--- src/rtl/core/agpm_pkg.sv ---
`timescale 1ns / 1ps
// ----------------------------------------------------------------------------
// agpm_pkg
// Shared types, constants and control word layout for the PCM mixer.
// ----------------------------------------------------------------------------
package agpm_pkg;

  localparam int SAMPLE_W   = 16;
  localparam int GAIN_W     = 16;
  localparam int REG_IDX_W  = 4;
  localparam int STEP_W     = 4;
  localparam int SUM_W      = 34;   // exact Q.12 sum of two 16x16 products
  localparam int PROD_W     = 51;   // 34-bit sum times 17-bit factor
  localparam int SCALED_W   = 24;   // sample after the Q1.15 / Q4.12 shift
  localparam int PROD_SHIFT = 27;
  localparam int QUO_W      = 15;   // new factor is always below 1.0
  localparam int NUM_W      = 31;
  localparam int RECOVERY_SHIFT = 5;

  localparam logic [GAIN_W-1:0]   GAIN_RESET = 16'd4096;
  localparam logic [15:0]         UNITY_Q15  = 16'h8000;
  localparam logic [NUM_W-1:0]    NUM_POS    = 31'd32767 * 31'd32768;
  localparam logic [NUM_W-1:0]    NUM_NEG    = 31'd32768 * 31'd32768;
  localparam logic signed [SAMPLE_W-1:0] SAMPLE_MAX = 16'sh7fff;
  localparam logic signed [SAMPLE_W-1:0] SAMPLE_MIN = 16'sh8000;

  localparam logic [REG_IDX_W-1:0] REG_MUSIC_GAIN = 4'd0;
  localparam logic [REG_IDX_W-1:0] REG_VOCAL_GAIN = 4'd1;

  typedef struct packed {
    logic signed [SAMPLE_W-1:0] vocal_sample;
    logic signed [SAMPLE_W-1:0] music_sample;
    logic                       in_last;
  } sample_t;

  typedef struct packed {
    logic signed [SAMPLE_W-1:0] mixed_sample;
    logic                       clipped;
    logic                       out_last;
  } result_t;

  typedef struct packed {
    logic [REG_IDX_W-1:0] reg_index;
    logic [GAIN_W-1:0]    wdata;
  } cfg_write_t;

  typedef enum logic [1:0] {
    MUL_MUSIC = 2'd0,
    MUL_VOCAL = 2'd1,
    MUL_SUM   = 2'd2
  } mul_sel_t;

  typedef enum logic [1:0] {
    ACC_HOLD = 2'd0,
    ACC_LOAD = 2'd1,
    ACC_ADD  = 2'd2
  } acc_op_t;

  typedef enum logic [2:0] {
    JMP_NONE     = 3'd0,
    JMP_NO_INPUT = 3'd1,
    JMP_NO_CLIP  = 3'd2,
    JMP_DIV_MORE = 3'd3,
    JMP_OUT_BUSY = 3'd4,
    JMP_ALWAYS   = 3'd5
  } jmp_t;

  // program step addresses
  localparam logic [STEP_W-1:0] STEP_IDLE    = 4'd0;
  localparam logic [STEP_W-1:0] STEP_MUL_M   = 4'd1;
  localparam logic [STEP_W-1:0] STEP_MUL_V   = 4'd2;
  localparam logic [STEP_W-1:0] STEP_ADD     = 4'd3;
  localparam logic [STEP_W-1:0] STEP_MUL_A   = 4'd4;
  localparam logic [STEP_W-1:0] STEP_SCALE   = 4'd5;
  localparam logic [STEP_W-1:0] STEP_CHECK   = 4'd6;
  localparam logic [STEP_W-1:0] STEP_DIV     = 4'd7;
  localparam logic [STEP_W-1:0] STEP_DIV_END = 4'd8;
  localparam logic [STEP_W-1:0] STEP_RECOVER = 4'd9;
  localparam logic [STEP_W-1:0] STEP_EMIT    = 4'd10;
  localparam logic [STEP_W-1:0] STEP_WRAP    = 4'd11;

  typedef struct packed {
    logic              accept;
    logic              mul_en;
    mul_sel_t          mul_sel;
    acc_op_t           acc_op;
    logic              scale_en;
    logic              div_init;
    logic              div_step;
    logic              att_load;
    logic              recover;
    logic              emit;
    jmp_t              jmp;
    logic [STEP_W-1:0] target;
  } ctl_t;

  typedef struct packed {
    logic in_valid;
    logic no_clip;
    logic div_more;
    logic out_busy;
  } stat_t;

endpackage

--- src/rtl/core/agpm_chan_if.sv ---
`timescale 1ns / 1ps
// ----------------------------------------------------------------------------
// agpm_chan_if
// Valid/ready channel carrying one payload item of type T.
// ----------------------------------------------------------------------------
interface agpm_chan_if #(
  parameter type T = logic
);
  logic valid;
  logic ready;
  T     data;

  modport source (output valid, output data, input ready);
  modport sink   (input valid, input data, output ready);
endinterface

--- src/rtl/core/agpm_seq.sv ---
`timescale 1ns / 1ps
// ----------------------------------------------------------------------------
// agpm_seq
// Step counter and control store; one control word per step, with
// conditional jumps on datapath status.
// ----------------------------------------------------------------------------
module agpm_seq (
  input  logic          clk,
  input  logic          rst,
  input  agpm_pkg::stat_t stat,
  output agpm_pkg::ctl_t  ctl
);
  import agpm_pkg::*;

  logic [STEP_W-1:0] pc;
  logic [STEP_W-1:0] pc_next;
  logic              taken;

  function automatic ctl_t rom_word(input logic [STEP_W-1:0] step);
    ctl_t w;
    w = '{accept: 1'b0, mul_en: 1'b0, mul_sel: MUL_MUSIC, acc_op: ACC_HOLD,
          scale_en: 1'b0, div_init: 1'b0, div_step: 1'b0, att_load: 1'b0,
          recover: 1'b0, emit: 1'b0, jmp: JMP_NONE, target: STEP_IDLE};
    case (step)
      STEP_IDLE: begin
        w.accept = 1'b1;
        w.jmp    = JMP_NO_INPUT;
        w.target = STEP_IDLE;
      end
      STEP_MUL_M: begin
        w.mul_en  = 1'b1;
        w.mul_sel = MUL_MUSIC;
      end
      STEP_MUL_V: begin
        w.mul_en  = 1'b1;
        w.mul_sel = MUL_VOCAL;
        w.acc_op  = ACC_LOAD;
      end
      STEP_ADD: begin
        w.acc_op = ACC_ADD;
      end
      STEP_MUL_A: begin
        w.mul_en  = 1'b1;
        w.mul_sel = MUL_SUM;
      end
      STEP_SCALE: begin
        w.scale_en = 1'b1;
      end
      STEP_CHECK: begin
        w.div_init = 1'b1;
        w.jmp      = JMP_NO_CLIP;
        w.target   = STEP_RECOVER;
      end
      STEP_DIV: begin
        w.div_step = 1'b1;
        w.jmp      = JMP_DIV_MORE;
        w.target   = STEP_DIV;
      end
      STEP_DIV_END: begin
        w.att_load = 1'b1;
      end
      STEP_RECOVER: begin
        w.recover = 1'b1;
      end
      STEP_EMIT: begin
        w.emit   = 1'b1;
        w.jmp    = JMP_OUT_BUSY;
        w.target = STEP_EMIT;
      end
      STEP_WRAP: begin
        w.jmp    = JMP_ALWAYS;
        w.target = STEP_IDLE;
      end
      default: begin
        w.jmp    = JMP_ALWAYS;
        w.target = STEP_IDLE;
      end
    endcase
    return w;
  endfunction

  always_comb begin
    ctl = rom_word(pc);
  end

  always_comb begin
    case (ctl.jmp)
      JMP_NONE:     taken = 1'b0;
      JMP_NO_INPUT: taken = ~stat.in_valid;
      JMP_NO_CLIP:  taken = stat.no_clip;
      JMP_DIV_MORE: taken = stat.div_more;
      JMP_OUT_BUSY: taken = stat.out_busy;
      JMP_ALWAYS:   taken = 1'b1;
      default:      taken = 1'b0;
    endcase
    pc_next = taken ? ctl.target : pc + 1'b1;
  end

  always_ff @(posedge clk) begin
    if (rst) begin
      pc <= STEP_IDLE;
    end else begin
      pc <= pc_next;
    end
  end

`ifndef NO_ASSERTIONS
  a_pc_in_program: assert property (@(posedge clk) disable iff (rst)
    pc <= STEP_WRAP)
    else $error("step counter left the program");

  a_emit_waits: assert property (@(posedge clk) disable iff (rst)
    (pc == STEP_EMIT && stat.out_busy) |=> pc == STEP_EMIT)
    else $error("emit step left while output still held");
`endif

endmodule

--- src/rtl/core/agpm_dp.sv ---
`timescale 1ns / 1ps
// ----------------------------------------------------------------------------
// agpm_dp
// Mixer datapath: shared multiplier, accumulator, scaler, limiter,
// radix-2 restoring divider, factor register and output register.
// ----------------------------------------------------------------------------
module agpm_dp (
  input  logic            clk,
  input  logic            rst,
  input  agpm_pkg::ctl_t  ctl,
  output agpm_pkg::stat_t stat,
  agpm_chan_if.sink       sample,
  agpm_chan_if.source     result,
  agpm_chan_if.sink       cfg
);
  import agpm_pkg::*;

  // configuration
  logic [GAIN_W-1:0] music_gain;
  logic [GAIN_W-1:0] vocal_gain;

  // item registers
  logic signed [SAMPLE_W-1:0] vocal;
  logic signed [SAMPLE_W-1:0] music;
  logic                       last;

  logic signed [SUM_W-1:0]    mul_a;
  logic signed [GAIN_W:0]     mul_b;
  logic signed [PROD_W-1:0]   prod;
  logic signed [SUM_W-1:0]    acc;
  logic signed [PROD_W-1:0]   scaled;
  logic signed [SCALED_W-1:0] level;
  logic                       clip_pos;
  logic                       clip_neg;

  // divider
  logic [SCALED_W-1:0]   divisor;
  logic [SCALED_W-1:0]   rem;
  logic [QUO_W-1:0]      dq;
  logic [3:0]            div_cnt;
  logic [NUM_W-1:0]      numer;
  logic [SCALED_W:0]     trial;
  logic [SCALED_W:0]     diff;
  logic                  fits;

  logic [15:0]           attenuation;
  logic [15:0]           headroom;

  logic signed [SAMPLE_W-1:0] mixed;
  logic                       clip;
  logic                       out_valid;
  result_t                    out_data;

  logic accept_fire;
  logic emit_fire;
  logic out_busy;

  assign sample.ready = ctl.accept;
  assign accept_fire  = sample.valid & ctl.accept;
  assign cfg.ready    = 1'b1;

  assign out_busy     = out_valid & ~result.ready;
  assign emit_fire    = ctl.emit & ~out_busy;
  assign result.valid = out_valid;
  assign result.data  = out_data;

  always_comb begin
    case (ctl.mul_sel)
      MUL_MUSIC: begin
        mul_a = {{(SUM_W-SAMPLE_W){music[SAMPLE_W-1]}}, music};
        mul_b = {1'b0, music_gain};
      end
      MUL_VOCAL: begin
        mul_a = {{(SUM_W-SAMPLE_W){vocal[SAMPLE_W-1]}}, vocal};
        mul_b = {1'b0, vocal_gain};
      end
      MUL_SUM: begin
        mul_a = acc;
        mul_b = {1'b0, attenuation};
      end
      default: begin
        mul_a = '0;
        mul_b = '0;
      end
    endcase
  end

  // truncate toward zero: bias negative values before the arithmetic shift
  always_comb begin
    scaled = prod + (prod[PROD_W-1] ? PROD_W'((64'd1 << PROD_SHIFT) - 64'd1) : '0);
  end

  assign clip_pos = level > SCALED_W'(32'sd32767);
  assign clip_neg = level < -SCALED_W'(32'sd32768);
  assign numer    = clip_pos ? NUM_POS : NUM_NEG;

  assign trial = {rem, dq[QUO_W-1]};
  assign diff  = trial - {1'b0, divisor};
  assign fits  = trial >= {1'b0, divisor};

  assign headroom = UNITY_Q15 - attenuation;

  assign stat.in_valid = sample.valid;
  assign stat.no_clip  = ~(clip_pos | clip_neg);
  assign stat.div_more = div_cnt != 4'd1;
  assign stat.out_busy = out_busy;

  always_ff @(posedge clk) begin
    if (rst) begin
      music_gain <= GAIN_RESET;
      vocal_gain <= GAIN_RESET;
    end else if (cfg.valid) begin
      if (cfg.data.reg_index == REG_MUSIC_GAIN) begin
        music_gain <= cfg.data.wdata;
      end else if (cfg.data.reg_index == REG_VOCAL_GAIN) begin
        vocal_gain <= cfg.data.wdata;
      end
    end
  end

  always_ff @(posedge clk) begin
    if (accept_fire) begin
      vocal <= sample.data.vocal_sample;
      music <= sample.data.music_sample;
      last  <= sample.data.in_last;
    end
    if (ctl.mul_en) begin
      prod <= mul_a * mul_b;
    end
    case (ctl.acc_op)
      ACC_HOLD: acc <= acc;
      ACC_LOAD: acc <= prod[SUM_W-1:0];
      ACC_ADD:  acc <= acc + prod[SUM_W-1:0];
      default:  acc <= acc;
    endcase
    if (ctl.scale_en) begin
      level <= scaled[PROD_W-1:PROD_SHIFT];
    end
    if (ctl.div_init) begin
      clip    <= clip_pos | clip_neg;
      mixed   <= clip_pos ? SAMPLE_MAX : clip_neg ? SAMPLE_MIN : level[SAMPLE_W-1:0];
      divisor <= clip_pos ? level : -level;
      rem     <= {{(SCALED_W-(NUM_W-QUO_W)){1'b0}}, numer[NUM_W-1:QUO_W]};
      dq      <= numer[QUO_W-1:0];
      div_cnt <= 4'(QUO_W);
    end else if (ctl.div_step) begin
      rem     <= fits ? diff[SCALED_W-1:0] : trial[SCALED_W-1:0];
      dq      <= {dq[QUO_W-2:0], fits};
      div_cnt <= div_cnt - 4'd1;
    end
  end

  always_ff @(posedge clk) begin
    if (rst) begin
      attenuation <= UNITY_Q15;
    end else if (ctl.att_load) begin
      attenuation <= {1'b0, dq};
    end else if (ctl.recover && attenuation < UNITY_Q15) begin
      attenuation <= attenuation + (headroom >> RECOVERY_SHIFT);
    end
  end

  always_ff @(posedge clk) begin
    if (rst) begin
      out_valid <= 1'b0;
    end else if (emit_fire) begin
      out_valid <= 1'b1;
    end else if (result.ready) begin
      out_valid <= 1'b0;
    end
  end

  always_ff @(posedge clk) begin
    if (emit_fire) begin
      out_data.mixed_sample <= mixed;
      out_data.clipped      <= clip;
      out_data.out_last     <= last;
    end
  end

`ifndef NO_ASSERTIONS
  a_att_unity: assert property (@(posedge clk) disable iff (rst)
    attenuation <= UNITY_Q15)
    else $error("attenuation above unity");

  a_div_rem: assert property (@(posedge clk) disable iff (rst)
    ctl.div_step |-> (rem < divisor))
    else $error("divider remainder not below divisor");

  a_clip_sat: assert property (@(posedge clk) disable iff (rst)
    (out_valid && out_data.clipped) |->
      (out_data.mixed_sample == SAMPLE_MAX || out_data.mixed_sample == SAMPLE_MIN))
    else $error("clipped item not saturated");

  a_clip_factor: assert property (@(posedge clk) disable iff (rst)
    ctl.att_load |=> attenuation < UNITY_Q15)
    else $error("factor reset did not drop below unity");
`endif

endmodule

--- src/rtl/core/adaptive_gain_pcm_mixer.sv ---
`timescale 1ns / 1ps
// ----------------------------------------------------------------------------
// adaptive_gain_pcm_mixer
// Two-input PCM mixer with gains, adaptive attenuation and clip limiter.
// ----------------------------------------------------------------------------
// An item goes from acceptance to the result register through the multiply,
// add, scale, check, recovery and emit steps; when the output clips, the
// radix-2 divider steps run between check and recovery to compute the new
// 15-bit attenuation factor. All steps come from a small microcode program
// driving one shared 34x17 multiplier; one item is in work at a time, and
// the next is accepted only after the previous result has been loaded into
// the output register, by way of the wrap and idle steps. A result still
// held by the receiver stalls the program at the load step. Gain registers
// (index 0 music, index 1 vocal, Q4.12) are written through the cfg channel,
// which is always ready; write them only while idle.
module adaptive_gain_pcm_mixer (
  input  logic        clk,
  input  logic        rst,
  agpm_chan_if.sink   sample,
  agpm_chan_if.source result,
  agpm_chan_if.sink   cfg
);
  import agpm_pkg::*;

  ctl_t  ctl;
  stat_t stat;

  agpm_seq u_seq (
    .clk  (clk),
    .rst  (rst),
    .stat (stat),
    .ctl  (ctl)
  );

  agpm_dp u_dp (
    .clk    (clk),
    .rst    (rst),
    .ctl    (ctl),
    .stat   (stat),
    .sample (sample),
    .result (result),
    .cfg    (cfg)
  );

endmodule

--- src/flat_wrapper.sv ---
// flat-port wrapper written by rule: the top's interface ports become plain ports
module adaptive_gain_pcm_mixer_flat import agpm_pkg::*;
  (clk, rst, sample_valid, sample_data, sample_ready, result_valid, result_data, result_ready, cfg_valid, cfg_data, cfg_ready);
  agpm_chan_if #(.T(sample_t)) sample_i ();
  agpm_chan_if #(.T(result_t)) result_i ();
  agpm_chan_if #(.T(cfg_write_t)) cfg_i ();
  input  logic clk;
  input  logic rst;
  input wire logic [$bits(sample_i.valid)-1:0] sample_valid;
  input wire logic [$bits(sample_i.data)-1:0] sample_data;
  output wire logic [$bits(sample_i.ready)-1:0] sample_ready;
  output wire logic [$bits(result_i.valid)-1:0] result_valid;
  output wire logic [$bits(result_i.data)-1:0] result_data;
  input wire logic [$bits(result_i.ready)-1:0] result_ready;
  input wire logic [$bits(cfg_i.valid)-1:0] cfg_valid;
  input wire logic [$bits(cfg_i.data)-1:0] cfg_data;
  output wire logic [$bits(cfg_i.ready)-1:0] cfg_ready;
  assign sample_i.valid = sample_valid;
  assign sample_i.data = sample_data;
  assign sample_ready = sample_i.ready;
  assign result_valid = result_i.valid;
  assign result_data = result_i.data;
  assign result_i.ready = result_ready;
  assign cfg_i.valid = cfg_valid;
  assign cfg_i.data = cfg_data;
  assign cfg_ready = cfg_i.ready;
  adaptive_gain_pcm_mixer u_core (.clk(clk), .rst(rst), .sample(sample_i), .result(result_i), .cfg(cfg_i));
endmodule
--- config.mk ---
export PLATFORM = sky130hd
export DESIGN_NAME = adaptive_gain_pcm_mixer_flat
export DESIGN_NICKNAME = d
export VERILOG_FILES = /design/src/rtl/core/agpm_pkg.sv /design/src/rtl/core/agpm_chan_if.sv /design/src/rtl/core/agpm_seq.sv /design/src/rtl/core/agpm_dp.sv /design/src/rtl/core/adaptive_gain_pcm_mixer.sv /design/src/flat_wrapper.sv
export SDC_FILE = /design/constraint.sdc
export NUM_CORES = 2
export LEC_CHECK = 0
export BUFFER_PORTS_ARGS = -buffer_cell sky130_fd_sc_hd__buf_2
export CAP_MARGIN = 15
export CORE_ASPECT_RATIO = 0.9
export CORE_MARGIN = 3
export CORE_UTILIZATION = 60
export CTS_BUF_LIST = sky130_fd_sc_hd__clkbuf_4 sky130_fd_sc_hd__clkbuf_8 sky130_fd_sc_hd__clkbuf_16
export DETAILED_ROUTE_END_ITERATION = 16
export GPL_TIMING_DRIVEN = 0
export PLACE_DENSITY = 0.77
export SETUP_SLACK_MARGIN = 0.05
export SLEW_MARGIN = 10
export SYNTH_ARGS = -nofsm -noshare
export SYNTH_HDL_FRONTEND = slang
export SYNTH_SLANG_ARGS = --single-unit
--- constraint.sdc ---
create_clock -name clk -period 9.8 [get_ports clk]
set_clock_uncertainty 0.05 [all_clocks]
set_input_delay 1.47 -clock clk [delete_from_list [all_inputs] [get_ports clk]]
set_output_delay 1.47 -clock clk [all_outputs]
set_load 0.1 [all_outputs]
# Word level (Yosys, flattened, before mapping)
# Cells that the tools add are included.
# totals
out_inout_bits	21
word_cells	103
inputBits	58
ff_bits	297
# classes
n_reduce_logical	11
mul	1
order_cmp	4
n_mux	28
bitwise_logic	9
addsub	8
eq_ne	21
# op_table
cell	n
$pmux 34 s3	1
$mux 16	5
$pmux 34 s2	1
$add 51x27->51	1
$mul 34x17->51	1
$mux 24	2
$pmux 16 s3	1
$pmux 7 s5	1
$add 34x34->34	1
$mux 31	1
$mux 15	2
$mux 27	1
$ge 25x24->1	1
$gt 24x16->1 const B	1
$lt 24x16->1 const B	1
$neg 24->24	1
$sub 24x24->24	1
$add 16x11->16	1
$eq 4x3->1 const B	4
$lt 16x16->1 const B	1
$sub 16x16->16 const A	1
$eq 4x4->1 const B	3
$mux 1	9
$pmux 3 s3	1
other kinds (23)	39

# Longest topological paths before layout
# logic_depth
ltp_word	6
ltp_mapped	33
depth_no_buf	29

# Hierarchy
# Synthesis repeated with hierarchy kept, for this count alone.
# hier_totals
cells_unflattened	3848
area_unflattened_um2	35719.3
# modules_own_cells
module	n_inst	cells_each	area_per_inst_um2	seq_area_each_um2
agpm_dp	1	3767	35108.7	8187.9
agpm_seq	1	81	610.6	80.1

# Worst setup path before layout
# Ideal clock, no wire load.
# synth_path
kind	register to register
startpoint	register u_core.u_seq.pc[0]
endpoint	register u_core.u_dp.prod[49] (data pin)
synth_period_minus_slack_ps	7836
setup_time_ps	278
path_stages_with_launch	33
required_ps	9472
arrival_ps	7509
n_path_buf	5
path_slack_ps	1964
cell_sequence	dfxtp_1 > inv_1 > ha_1 > clkbuf_1 > and2_1 > clkbuf_1 > nor2_1 > a22o_1 > clkbuf_1 > buf_2 > a21oi_1 > clkbuf_1 > nor2_1 > fa_1 > inv_1 > fa_1 > inv_1 > fa_1 > inv_1 > fa_1 > fa_1 > fa_1 > inv_1 > ha_1 > a21o_1 > a21o_1 > a21oi_1 > or3b_1 > a211o_1 > a31oi_1 > o21ai_1 > o21ai_0 > o311ai_0
# synth_via
elab_chain_len	5
elab_cells_between_ends	10
classes_between	mul: 1; eq/ne: 5; mux: 3; reduce/logical: 1
# synth_rtl
element	line_no	rtl
start: declaration	agpm_seq.sv:15	logic [STEP_W-1:0] pc;
start signal: assignment	agpm_seq.sv:103	pc <= pc_next;
$eq 4x3->1, or another cell as far along	agpm_seq.sv:24	case (step)
$pmux 3 s3 *	agpm_seq.sv:24	
$eq 2x2->1, or another cell as far along	agpm_dp.sv:68	case (ctl.mul_sel)
$pmux 34 s3 / $pmux 16 s3 (equally long branches)	agpm_dp.sv:68	
$mul 34x17->51 *	agpm_dp.sv:128	prod <= mul_a * mul_b;
end signal: assignment	agpm_dp.sv:128	
end: declaration	agpm_dp.sv:29	logic signed [PROD_W-1:0] prod;
# Every way passes the cells marked *; elsewhere a longest branch is shown, timed or not.
# A chain may end at the register's enable or synchronous reset.

# Worst setup path in the final report
# Ends and elaborated chain as after synthesis.

==> impl_metrics.py <==
metrics = {
    "yosys": {
        "synth_ff_type": "edfxtp_1",
        "synth_top_cell_by_area": "fa_1",
        "syn_avg_cell_area_sq_um": 9.35,
        "synth_nets": 4561,
        "synth_top_area_frac": 0.296,
        "synth.cell_area_sq_um": 35200,
        "async_flop_share": 0,
        "synth.area.top_cells": "fa_1 (30%), edfxtp_1 (20%), ha_1 (7.9%), inv_1 (7.3%), nand2_1 (5.4%)",
        "synth_cell_types": 81,
        "yosys_warnings": 0,
        "synth-seq-cells": 297,
        "netlist_instances": 3760,
        "synth-edff-count": 232,
        "ys_seq_area_frac": 0.235,
    },
    "power": {
        "switchingPower_w": 0.00515,
        "switching_share": 0.503,
        "power_frac_seq": 0.211,
        "leakagePower_nw": 17.7,
        "power_density_nw_per_um2": 269,
        "comb_power_share": 0.656,
        "pwr-share-clk": 0.133,
        "vdd_ir_drop_max_mv": 0.249,
        "p_int_w": 0.00509,
    },
    "floorplan": {
        "die-area_sq_um": 61600,
        "core-area_sq_um": 57500,
        "die_w_um": 261,
        "die_y_um": 236,
        "io_pins": 79,
        "start_util": 0.611,
        "rows": 83,
    },
    "worst_setup_path": {
        "cp.required_ns": 10.05,
        "slowest_delay_ns": 0.62,
        "endpoint_kind": "flop",
        "cp_max_fo": 10,
        "timing.rr.start": "u_core.u_seq.pc[0]",
        "r2r_cells": 30,
        "crit_type": "reg2reg",
        "worstPathArrival_ns": 9.63,
        "critPathBufInv": 8,
        "r2r_setup_slack_ns": 0.42,
        "cp-start-kind": "flop",
        "timing.rr.end": "u_core.u_dp.prod[49]",
        "cpLargestDelayFamily": "adder cells",
        "cp_slowest_cell": "fa_1",
        "cp_common_cell": "fa_1",
    },
    "cts": {
        "cts_hold_buf": 0,
        "numCtsBuffers": 34,
        "clkLatencyLatePin_ns": 0.58,
        "clk_pin_slew_ns": 0.06,
        "cts_tree": "done",
        "clock-root-buffer": "clkbuf_16",
        "clock_path_buffers": 3,
        "htreeDepth": 2,
        "clock_sinks": 297,
    },
    "sta": {
        "post-route-min-period_ns": 9.38,
        "finalHoldViolCount": 0,
        "rsz0062_at_grt": "false",
        "max_freq_ghz": 0.107,
        "worst_pin_slew_ns": 1.15,
        "period_share": 0.957,
        "relSlewSlack": 0.229,
        "finalSetupViolCount": 0,
        "slew_viol_final": 0,
    },
    "placed_design": {
        "gp_congestion": 1.04,
        "dpl.hpwl_um": 83400,
        "port_buffers": 76,
        "dpl_cell_area_sq_um": 36700,
    },
    "routing": {
        "drtIter0Drc": 2872,
        "num_vias": 27900,
        "ant_nets": 0,
        "dr.pass1.iters": 7,
        "drc": 0,
        "routed_via_density": 5.99,
        "wl_per_cell_um": 21.9,
        "drt-total-wl_um": 102000,
    },
    "layout": {
        "area_growth_pct": 8.15,
        "n_fill_cell": 4638,
        "diodes": 0,
        "drive_gt1_frac": 0.0697,
        "multiInputGateArea_sq_um": 23900,
        "final_cell_mix": "inv_1 (684), fa_1 (520), nand2_1 (510)",
        "nets": 4678,
        "fin_area_sq_um": 38000,
        "seqCellArea_sq_um": 8270,
        "post-route-util": 0.661,
        "final_common_cell": "inv_1",
    },
    "global_route": {
        "grt_util_met3": 0.109,
        "grt_pass1_wl_um": 158000,
        "grt_max_degree": 42,
        "use_met1": 0.491,
        "grt_overflow": 0,
        "grt_pass1_vias": 27400,
        "grtUsageMet2": 0.480,
        "antenna_found_initial": 2,
        "grt-busiest-layer": "met1",
        "track_usage": 0.338,
    },
    "hold_path": {
        "whs_path_depth": 0,
        "hold_path.class": "reg2reg",
        "min_to": "u_core.u_dp.result.data[16]",
        "min_from": "u_core.u_dp.mixed[14]",
    },
    "job": {
        "max_cap_violations": 0,
    },
    "status": {
        "status": "complete, no violations",
    },
}
## cell families (layout without fill, tap and decap cells)
group / count (synthesis) / count (layout) / share of synthesized area
adder cells (fa/ha/maj): 743 / 743 / 0.375
other: 1 / 1 / 0.000107
XOR/XNOR: 151 / 151 / 0.0376
multiplexers: 48 / 48 / 0.0147
AND/OR/NAND/NOR: 1112 / 1112 / 0.138
flip-flops: 297 / 297 / 0.235
buffers and inverters: 846 / 988 / 0.0908
AO/OA/AOI/OAI: 562 / 562 / 0.109
## metrics by stage
step | setup WS (ns) | total power, W | instances | TNS (ns) | hold slack [ns]
after global placement | -0.482 | 0.00851 | 4601 | -3.71 | 0.351
final | 0.422 | 0.0102 | 4667 | 0 | 0.369
after detailed placement | -0.642 | 0.00861 | 4609 | -5.34 | 0.355
after floorplan | 1.96 | 0.00661 | 3760 | 0 | 0.350
after CTS | 0.0979 | 0.0101 | 4669 | 0 | 0.368
after global routing | 0.0572 | 0.0110 | 4667 | 0 | 0.385
## cell usage after synthesis (5+ instances only)
| cell type | n |
|---|---|
| o21ai_0 | 86 |
| nor2_1 | 331 |
| nor3_1 | 39 |
| a221o_1 | 28 |
| a32oi_1 | 5 |
| buf_2 | 8 |
| mux2i_1 | 21 |
| a21boi_0 | 8 |
| edfxtp_1 | 232 |
| ha_1 | 223 |
| a31oi_1 | 31 |
| dfxtp_1 | 65 |
| a22o_1 | 6 |
| a222oi_1 | 11 |
| xor2_1 | 64 |
| a21oi_1 | 147 |
| nor2b_1 | 20 |
| o21ai_1 | 5 |
| a21o_1 | 79 |
| or3_1 | 17 |
| and3_1 | 20 |
| o31ai_1 | 9 |
| mux2_2 | 26 |
| clkbuf_1 | 137 |
| nand3b_1 | 5 |
| inv_1 | 687 |
| xnor2_1 | 87 |
| a211oi_1 | 19 |
| o2111ai_1 | 5 |
| nand4_1 | 20 |
| o22ai_1 | 5 |
| nor4_1 | 13 |
| a221oi_1 | 27 |
| o211ai_1 | 8 |
| and2_1 | 54 |
| fa_1 | 520 |
| nand3_1 | 33 |
| or2_2 | 6 |
| nand2b_1 | 24 |
| o21a_1 | 20 |
| buf_1 | 11 |
| nand2_1 | 510 |
| o21bai_1 | 18 |
## worst reg2reg max path, delay by kind of cell, from the launching register on
kind	cells	cell delay, ns
adders and majority gates	8	3.66
AOI/OAI and AO/OA	8	2.13
buffers and inverters	8	1.51
and+or+nand+nor	6	1.39
DFF	1	0.38
## power by group through the flow
stage | combinational (W) | sequential [W] | clock [W]
after floorplan | 0.00456 | 0.00205 | 0
after global placement | 0.00631 | 0.00220 | 0
after detailed placement | 0.00645 | 0.00216 | 0
after CTS | 0.00658 | 0.00214 | 0.00138
after global routing | 0.00742 | 0.00218 | 0.00143
final | 0.00671 | 0.00216 | 0.00136
## registers in the layout, summed over array words and instances, names as in the netlist, 15 cells and up
| register | flops |
|---|---|
| u_core.u_dp.divisor | 24 |
| u_core.u_dp.result.data | 18 |
| u_core.u_dp.acc | 34 |
| u_core.u_dp.vocal_gain | 16 |
| u_core.u_dp.level | 24 |
| u_core.u_dp.attenuation | 16 |
| u_core.u_dp.dq | 15 |
| u_core.u_dp.music | 16 |
| u_core.u_dp.prod | 51 |
| u_core.u_dp.vocal | 16 |
| u_core.u_dp.music_gain | 16 |
| u_core.u_dp.mixed | 16 |
| u_core.u_dp.rem | 24 |
## routing by layer
layer	vias to the layer above	routed length [um]
met4	2	3880
met5	-	17
met2	1579	43100
met1	13700	42200
met3	251	13300
li1	12400	-
## worst max-delay path by stage
stage,end,cells past startpoint,start
finish,u_core.u_dp.prod[49],30,u_core.u_seq.pc[0]
global placement,u_core.u_dp.prod[43],31,u_core.u_seq.pc[0]
global route,u_core.u_dp.prod[44],30,u_core.u_seq.pc[0]
detailed placement,u_core.u_dp.prod[49],31,u_core.u_seq.pc[0]
floorplan,u_core.u_dp.prod[49],32,u_core.u_seq.pc[0]
CTS,u_core.u_dp.prod[44],31,u_core.u_seq.pc[0]
## timing repair
item,4_1_cts,5_1_grt
pin swaps,0,0
setup buffers,0,0
gates resized for setup,21,80
endpoints found under the setup margin,18,17
cloned,0,0
## layout make-up
type,count,area share
Timing Repair Buffer,86,0.0141
Inverter,688,0.0680
Sequential cell,297,0.217
Multi-Input combinational cell,2617,0.627
Clock inverter,20,0.00655
Clock buffer,41,0.0244
Buffer,153,0.0170
Tap cell,765,0.0252
(Power assumes the default switching activity.)
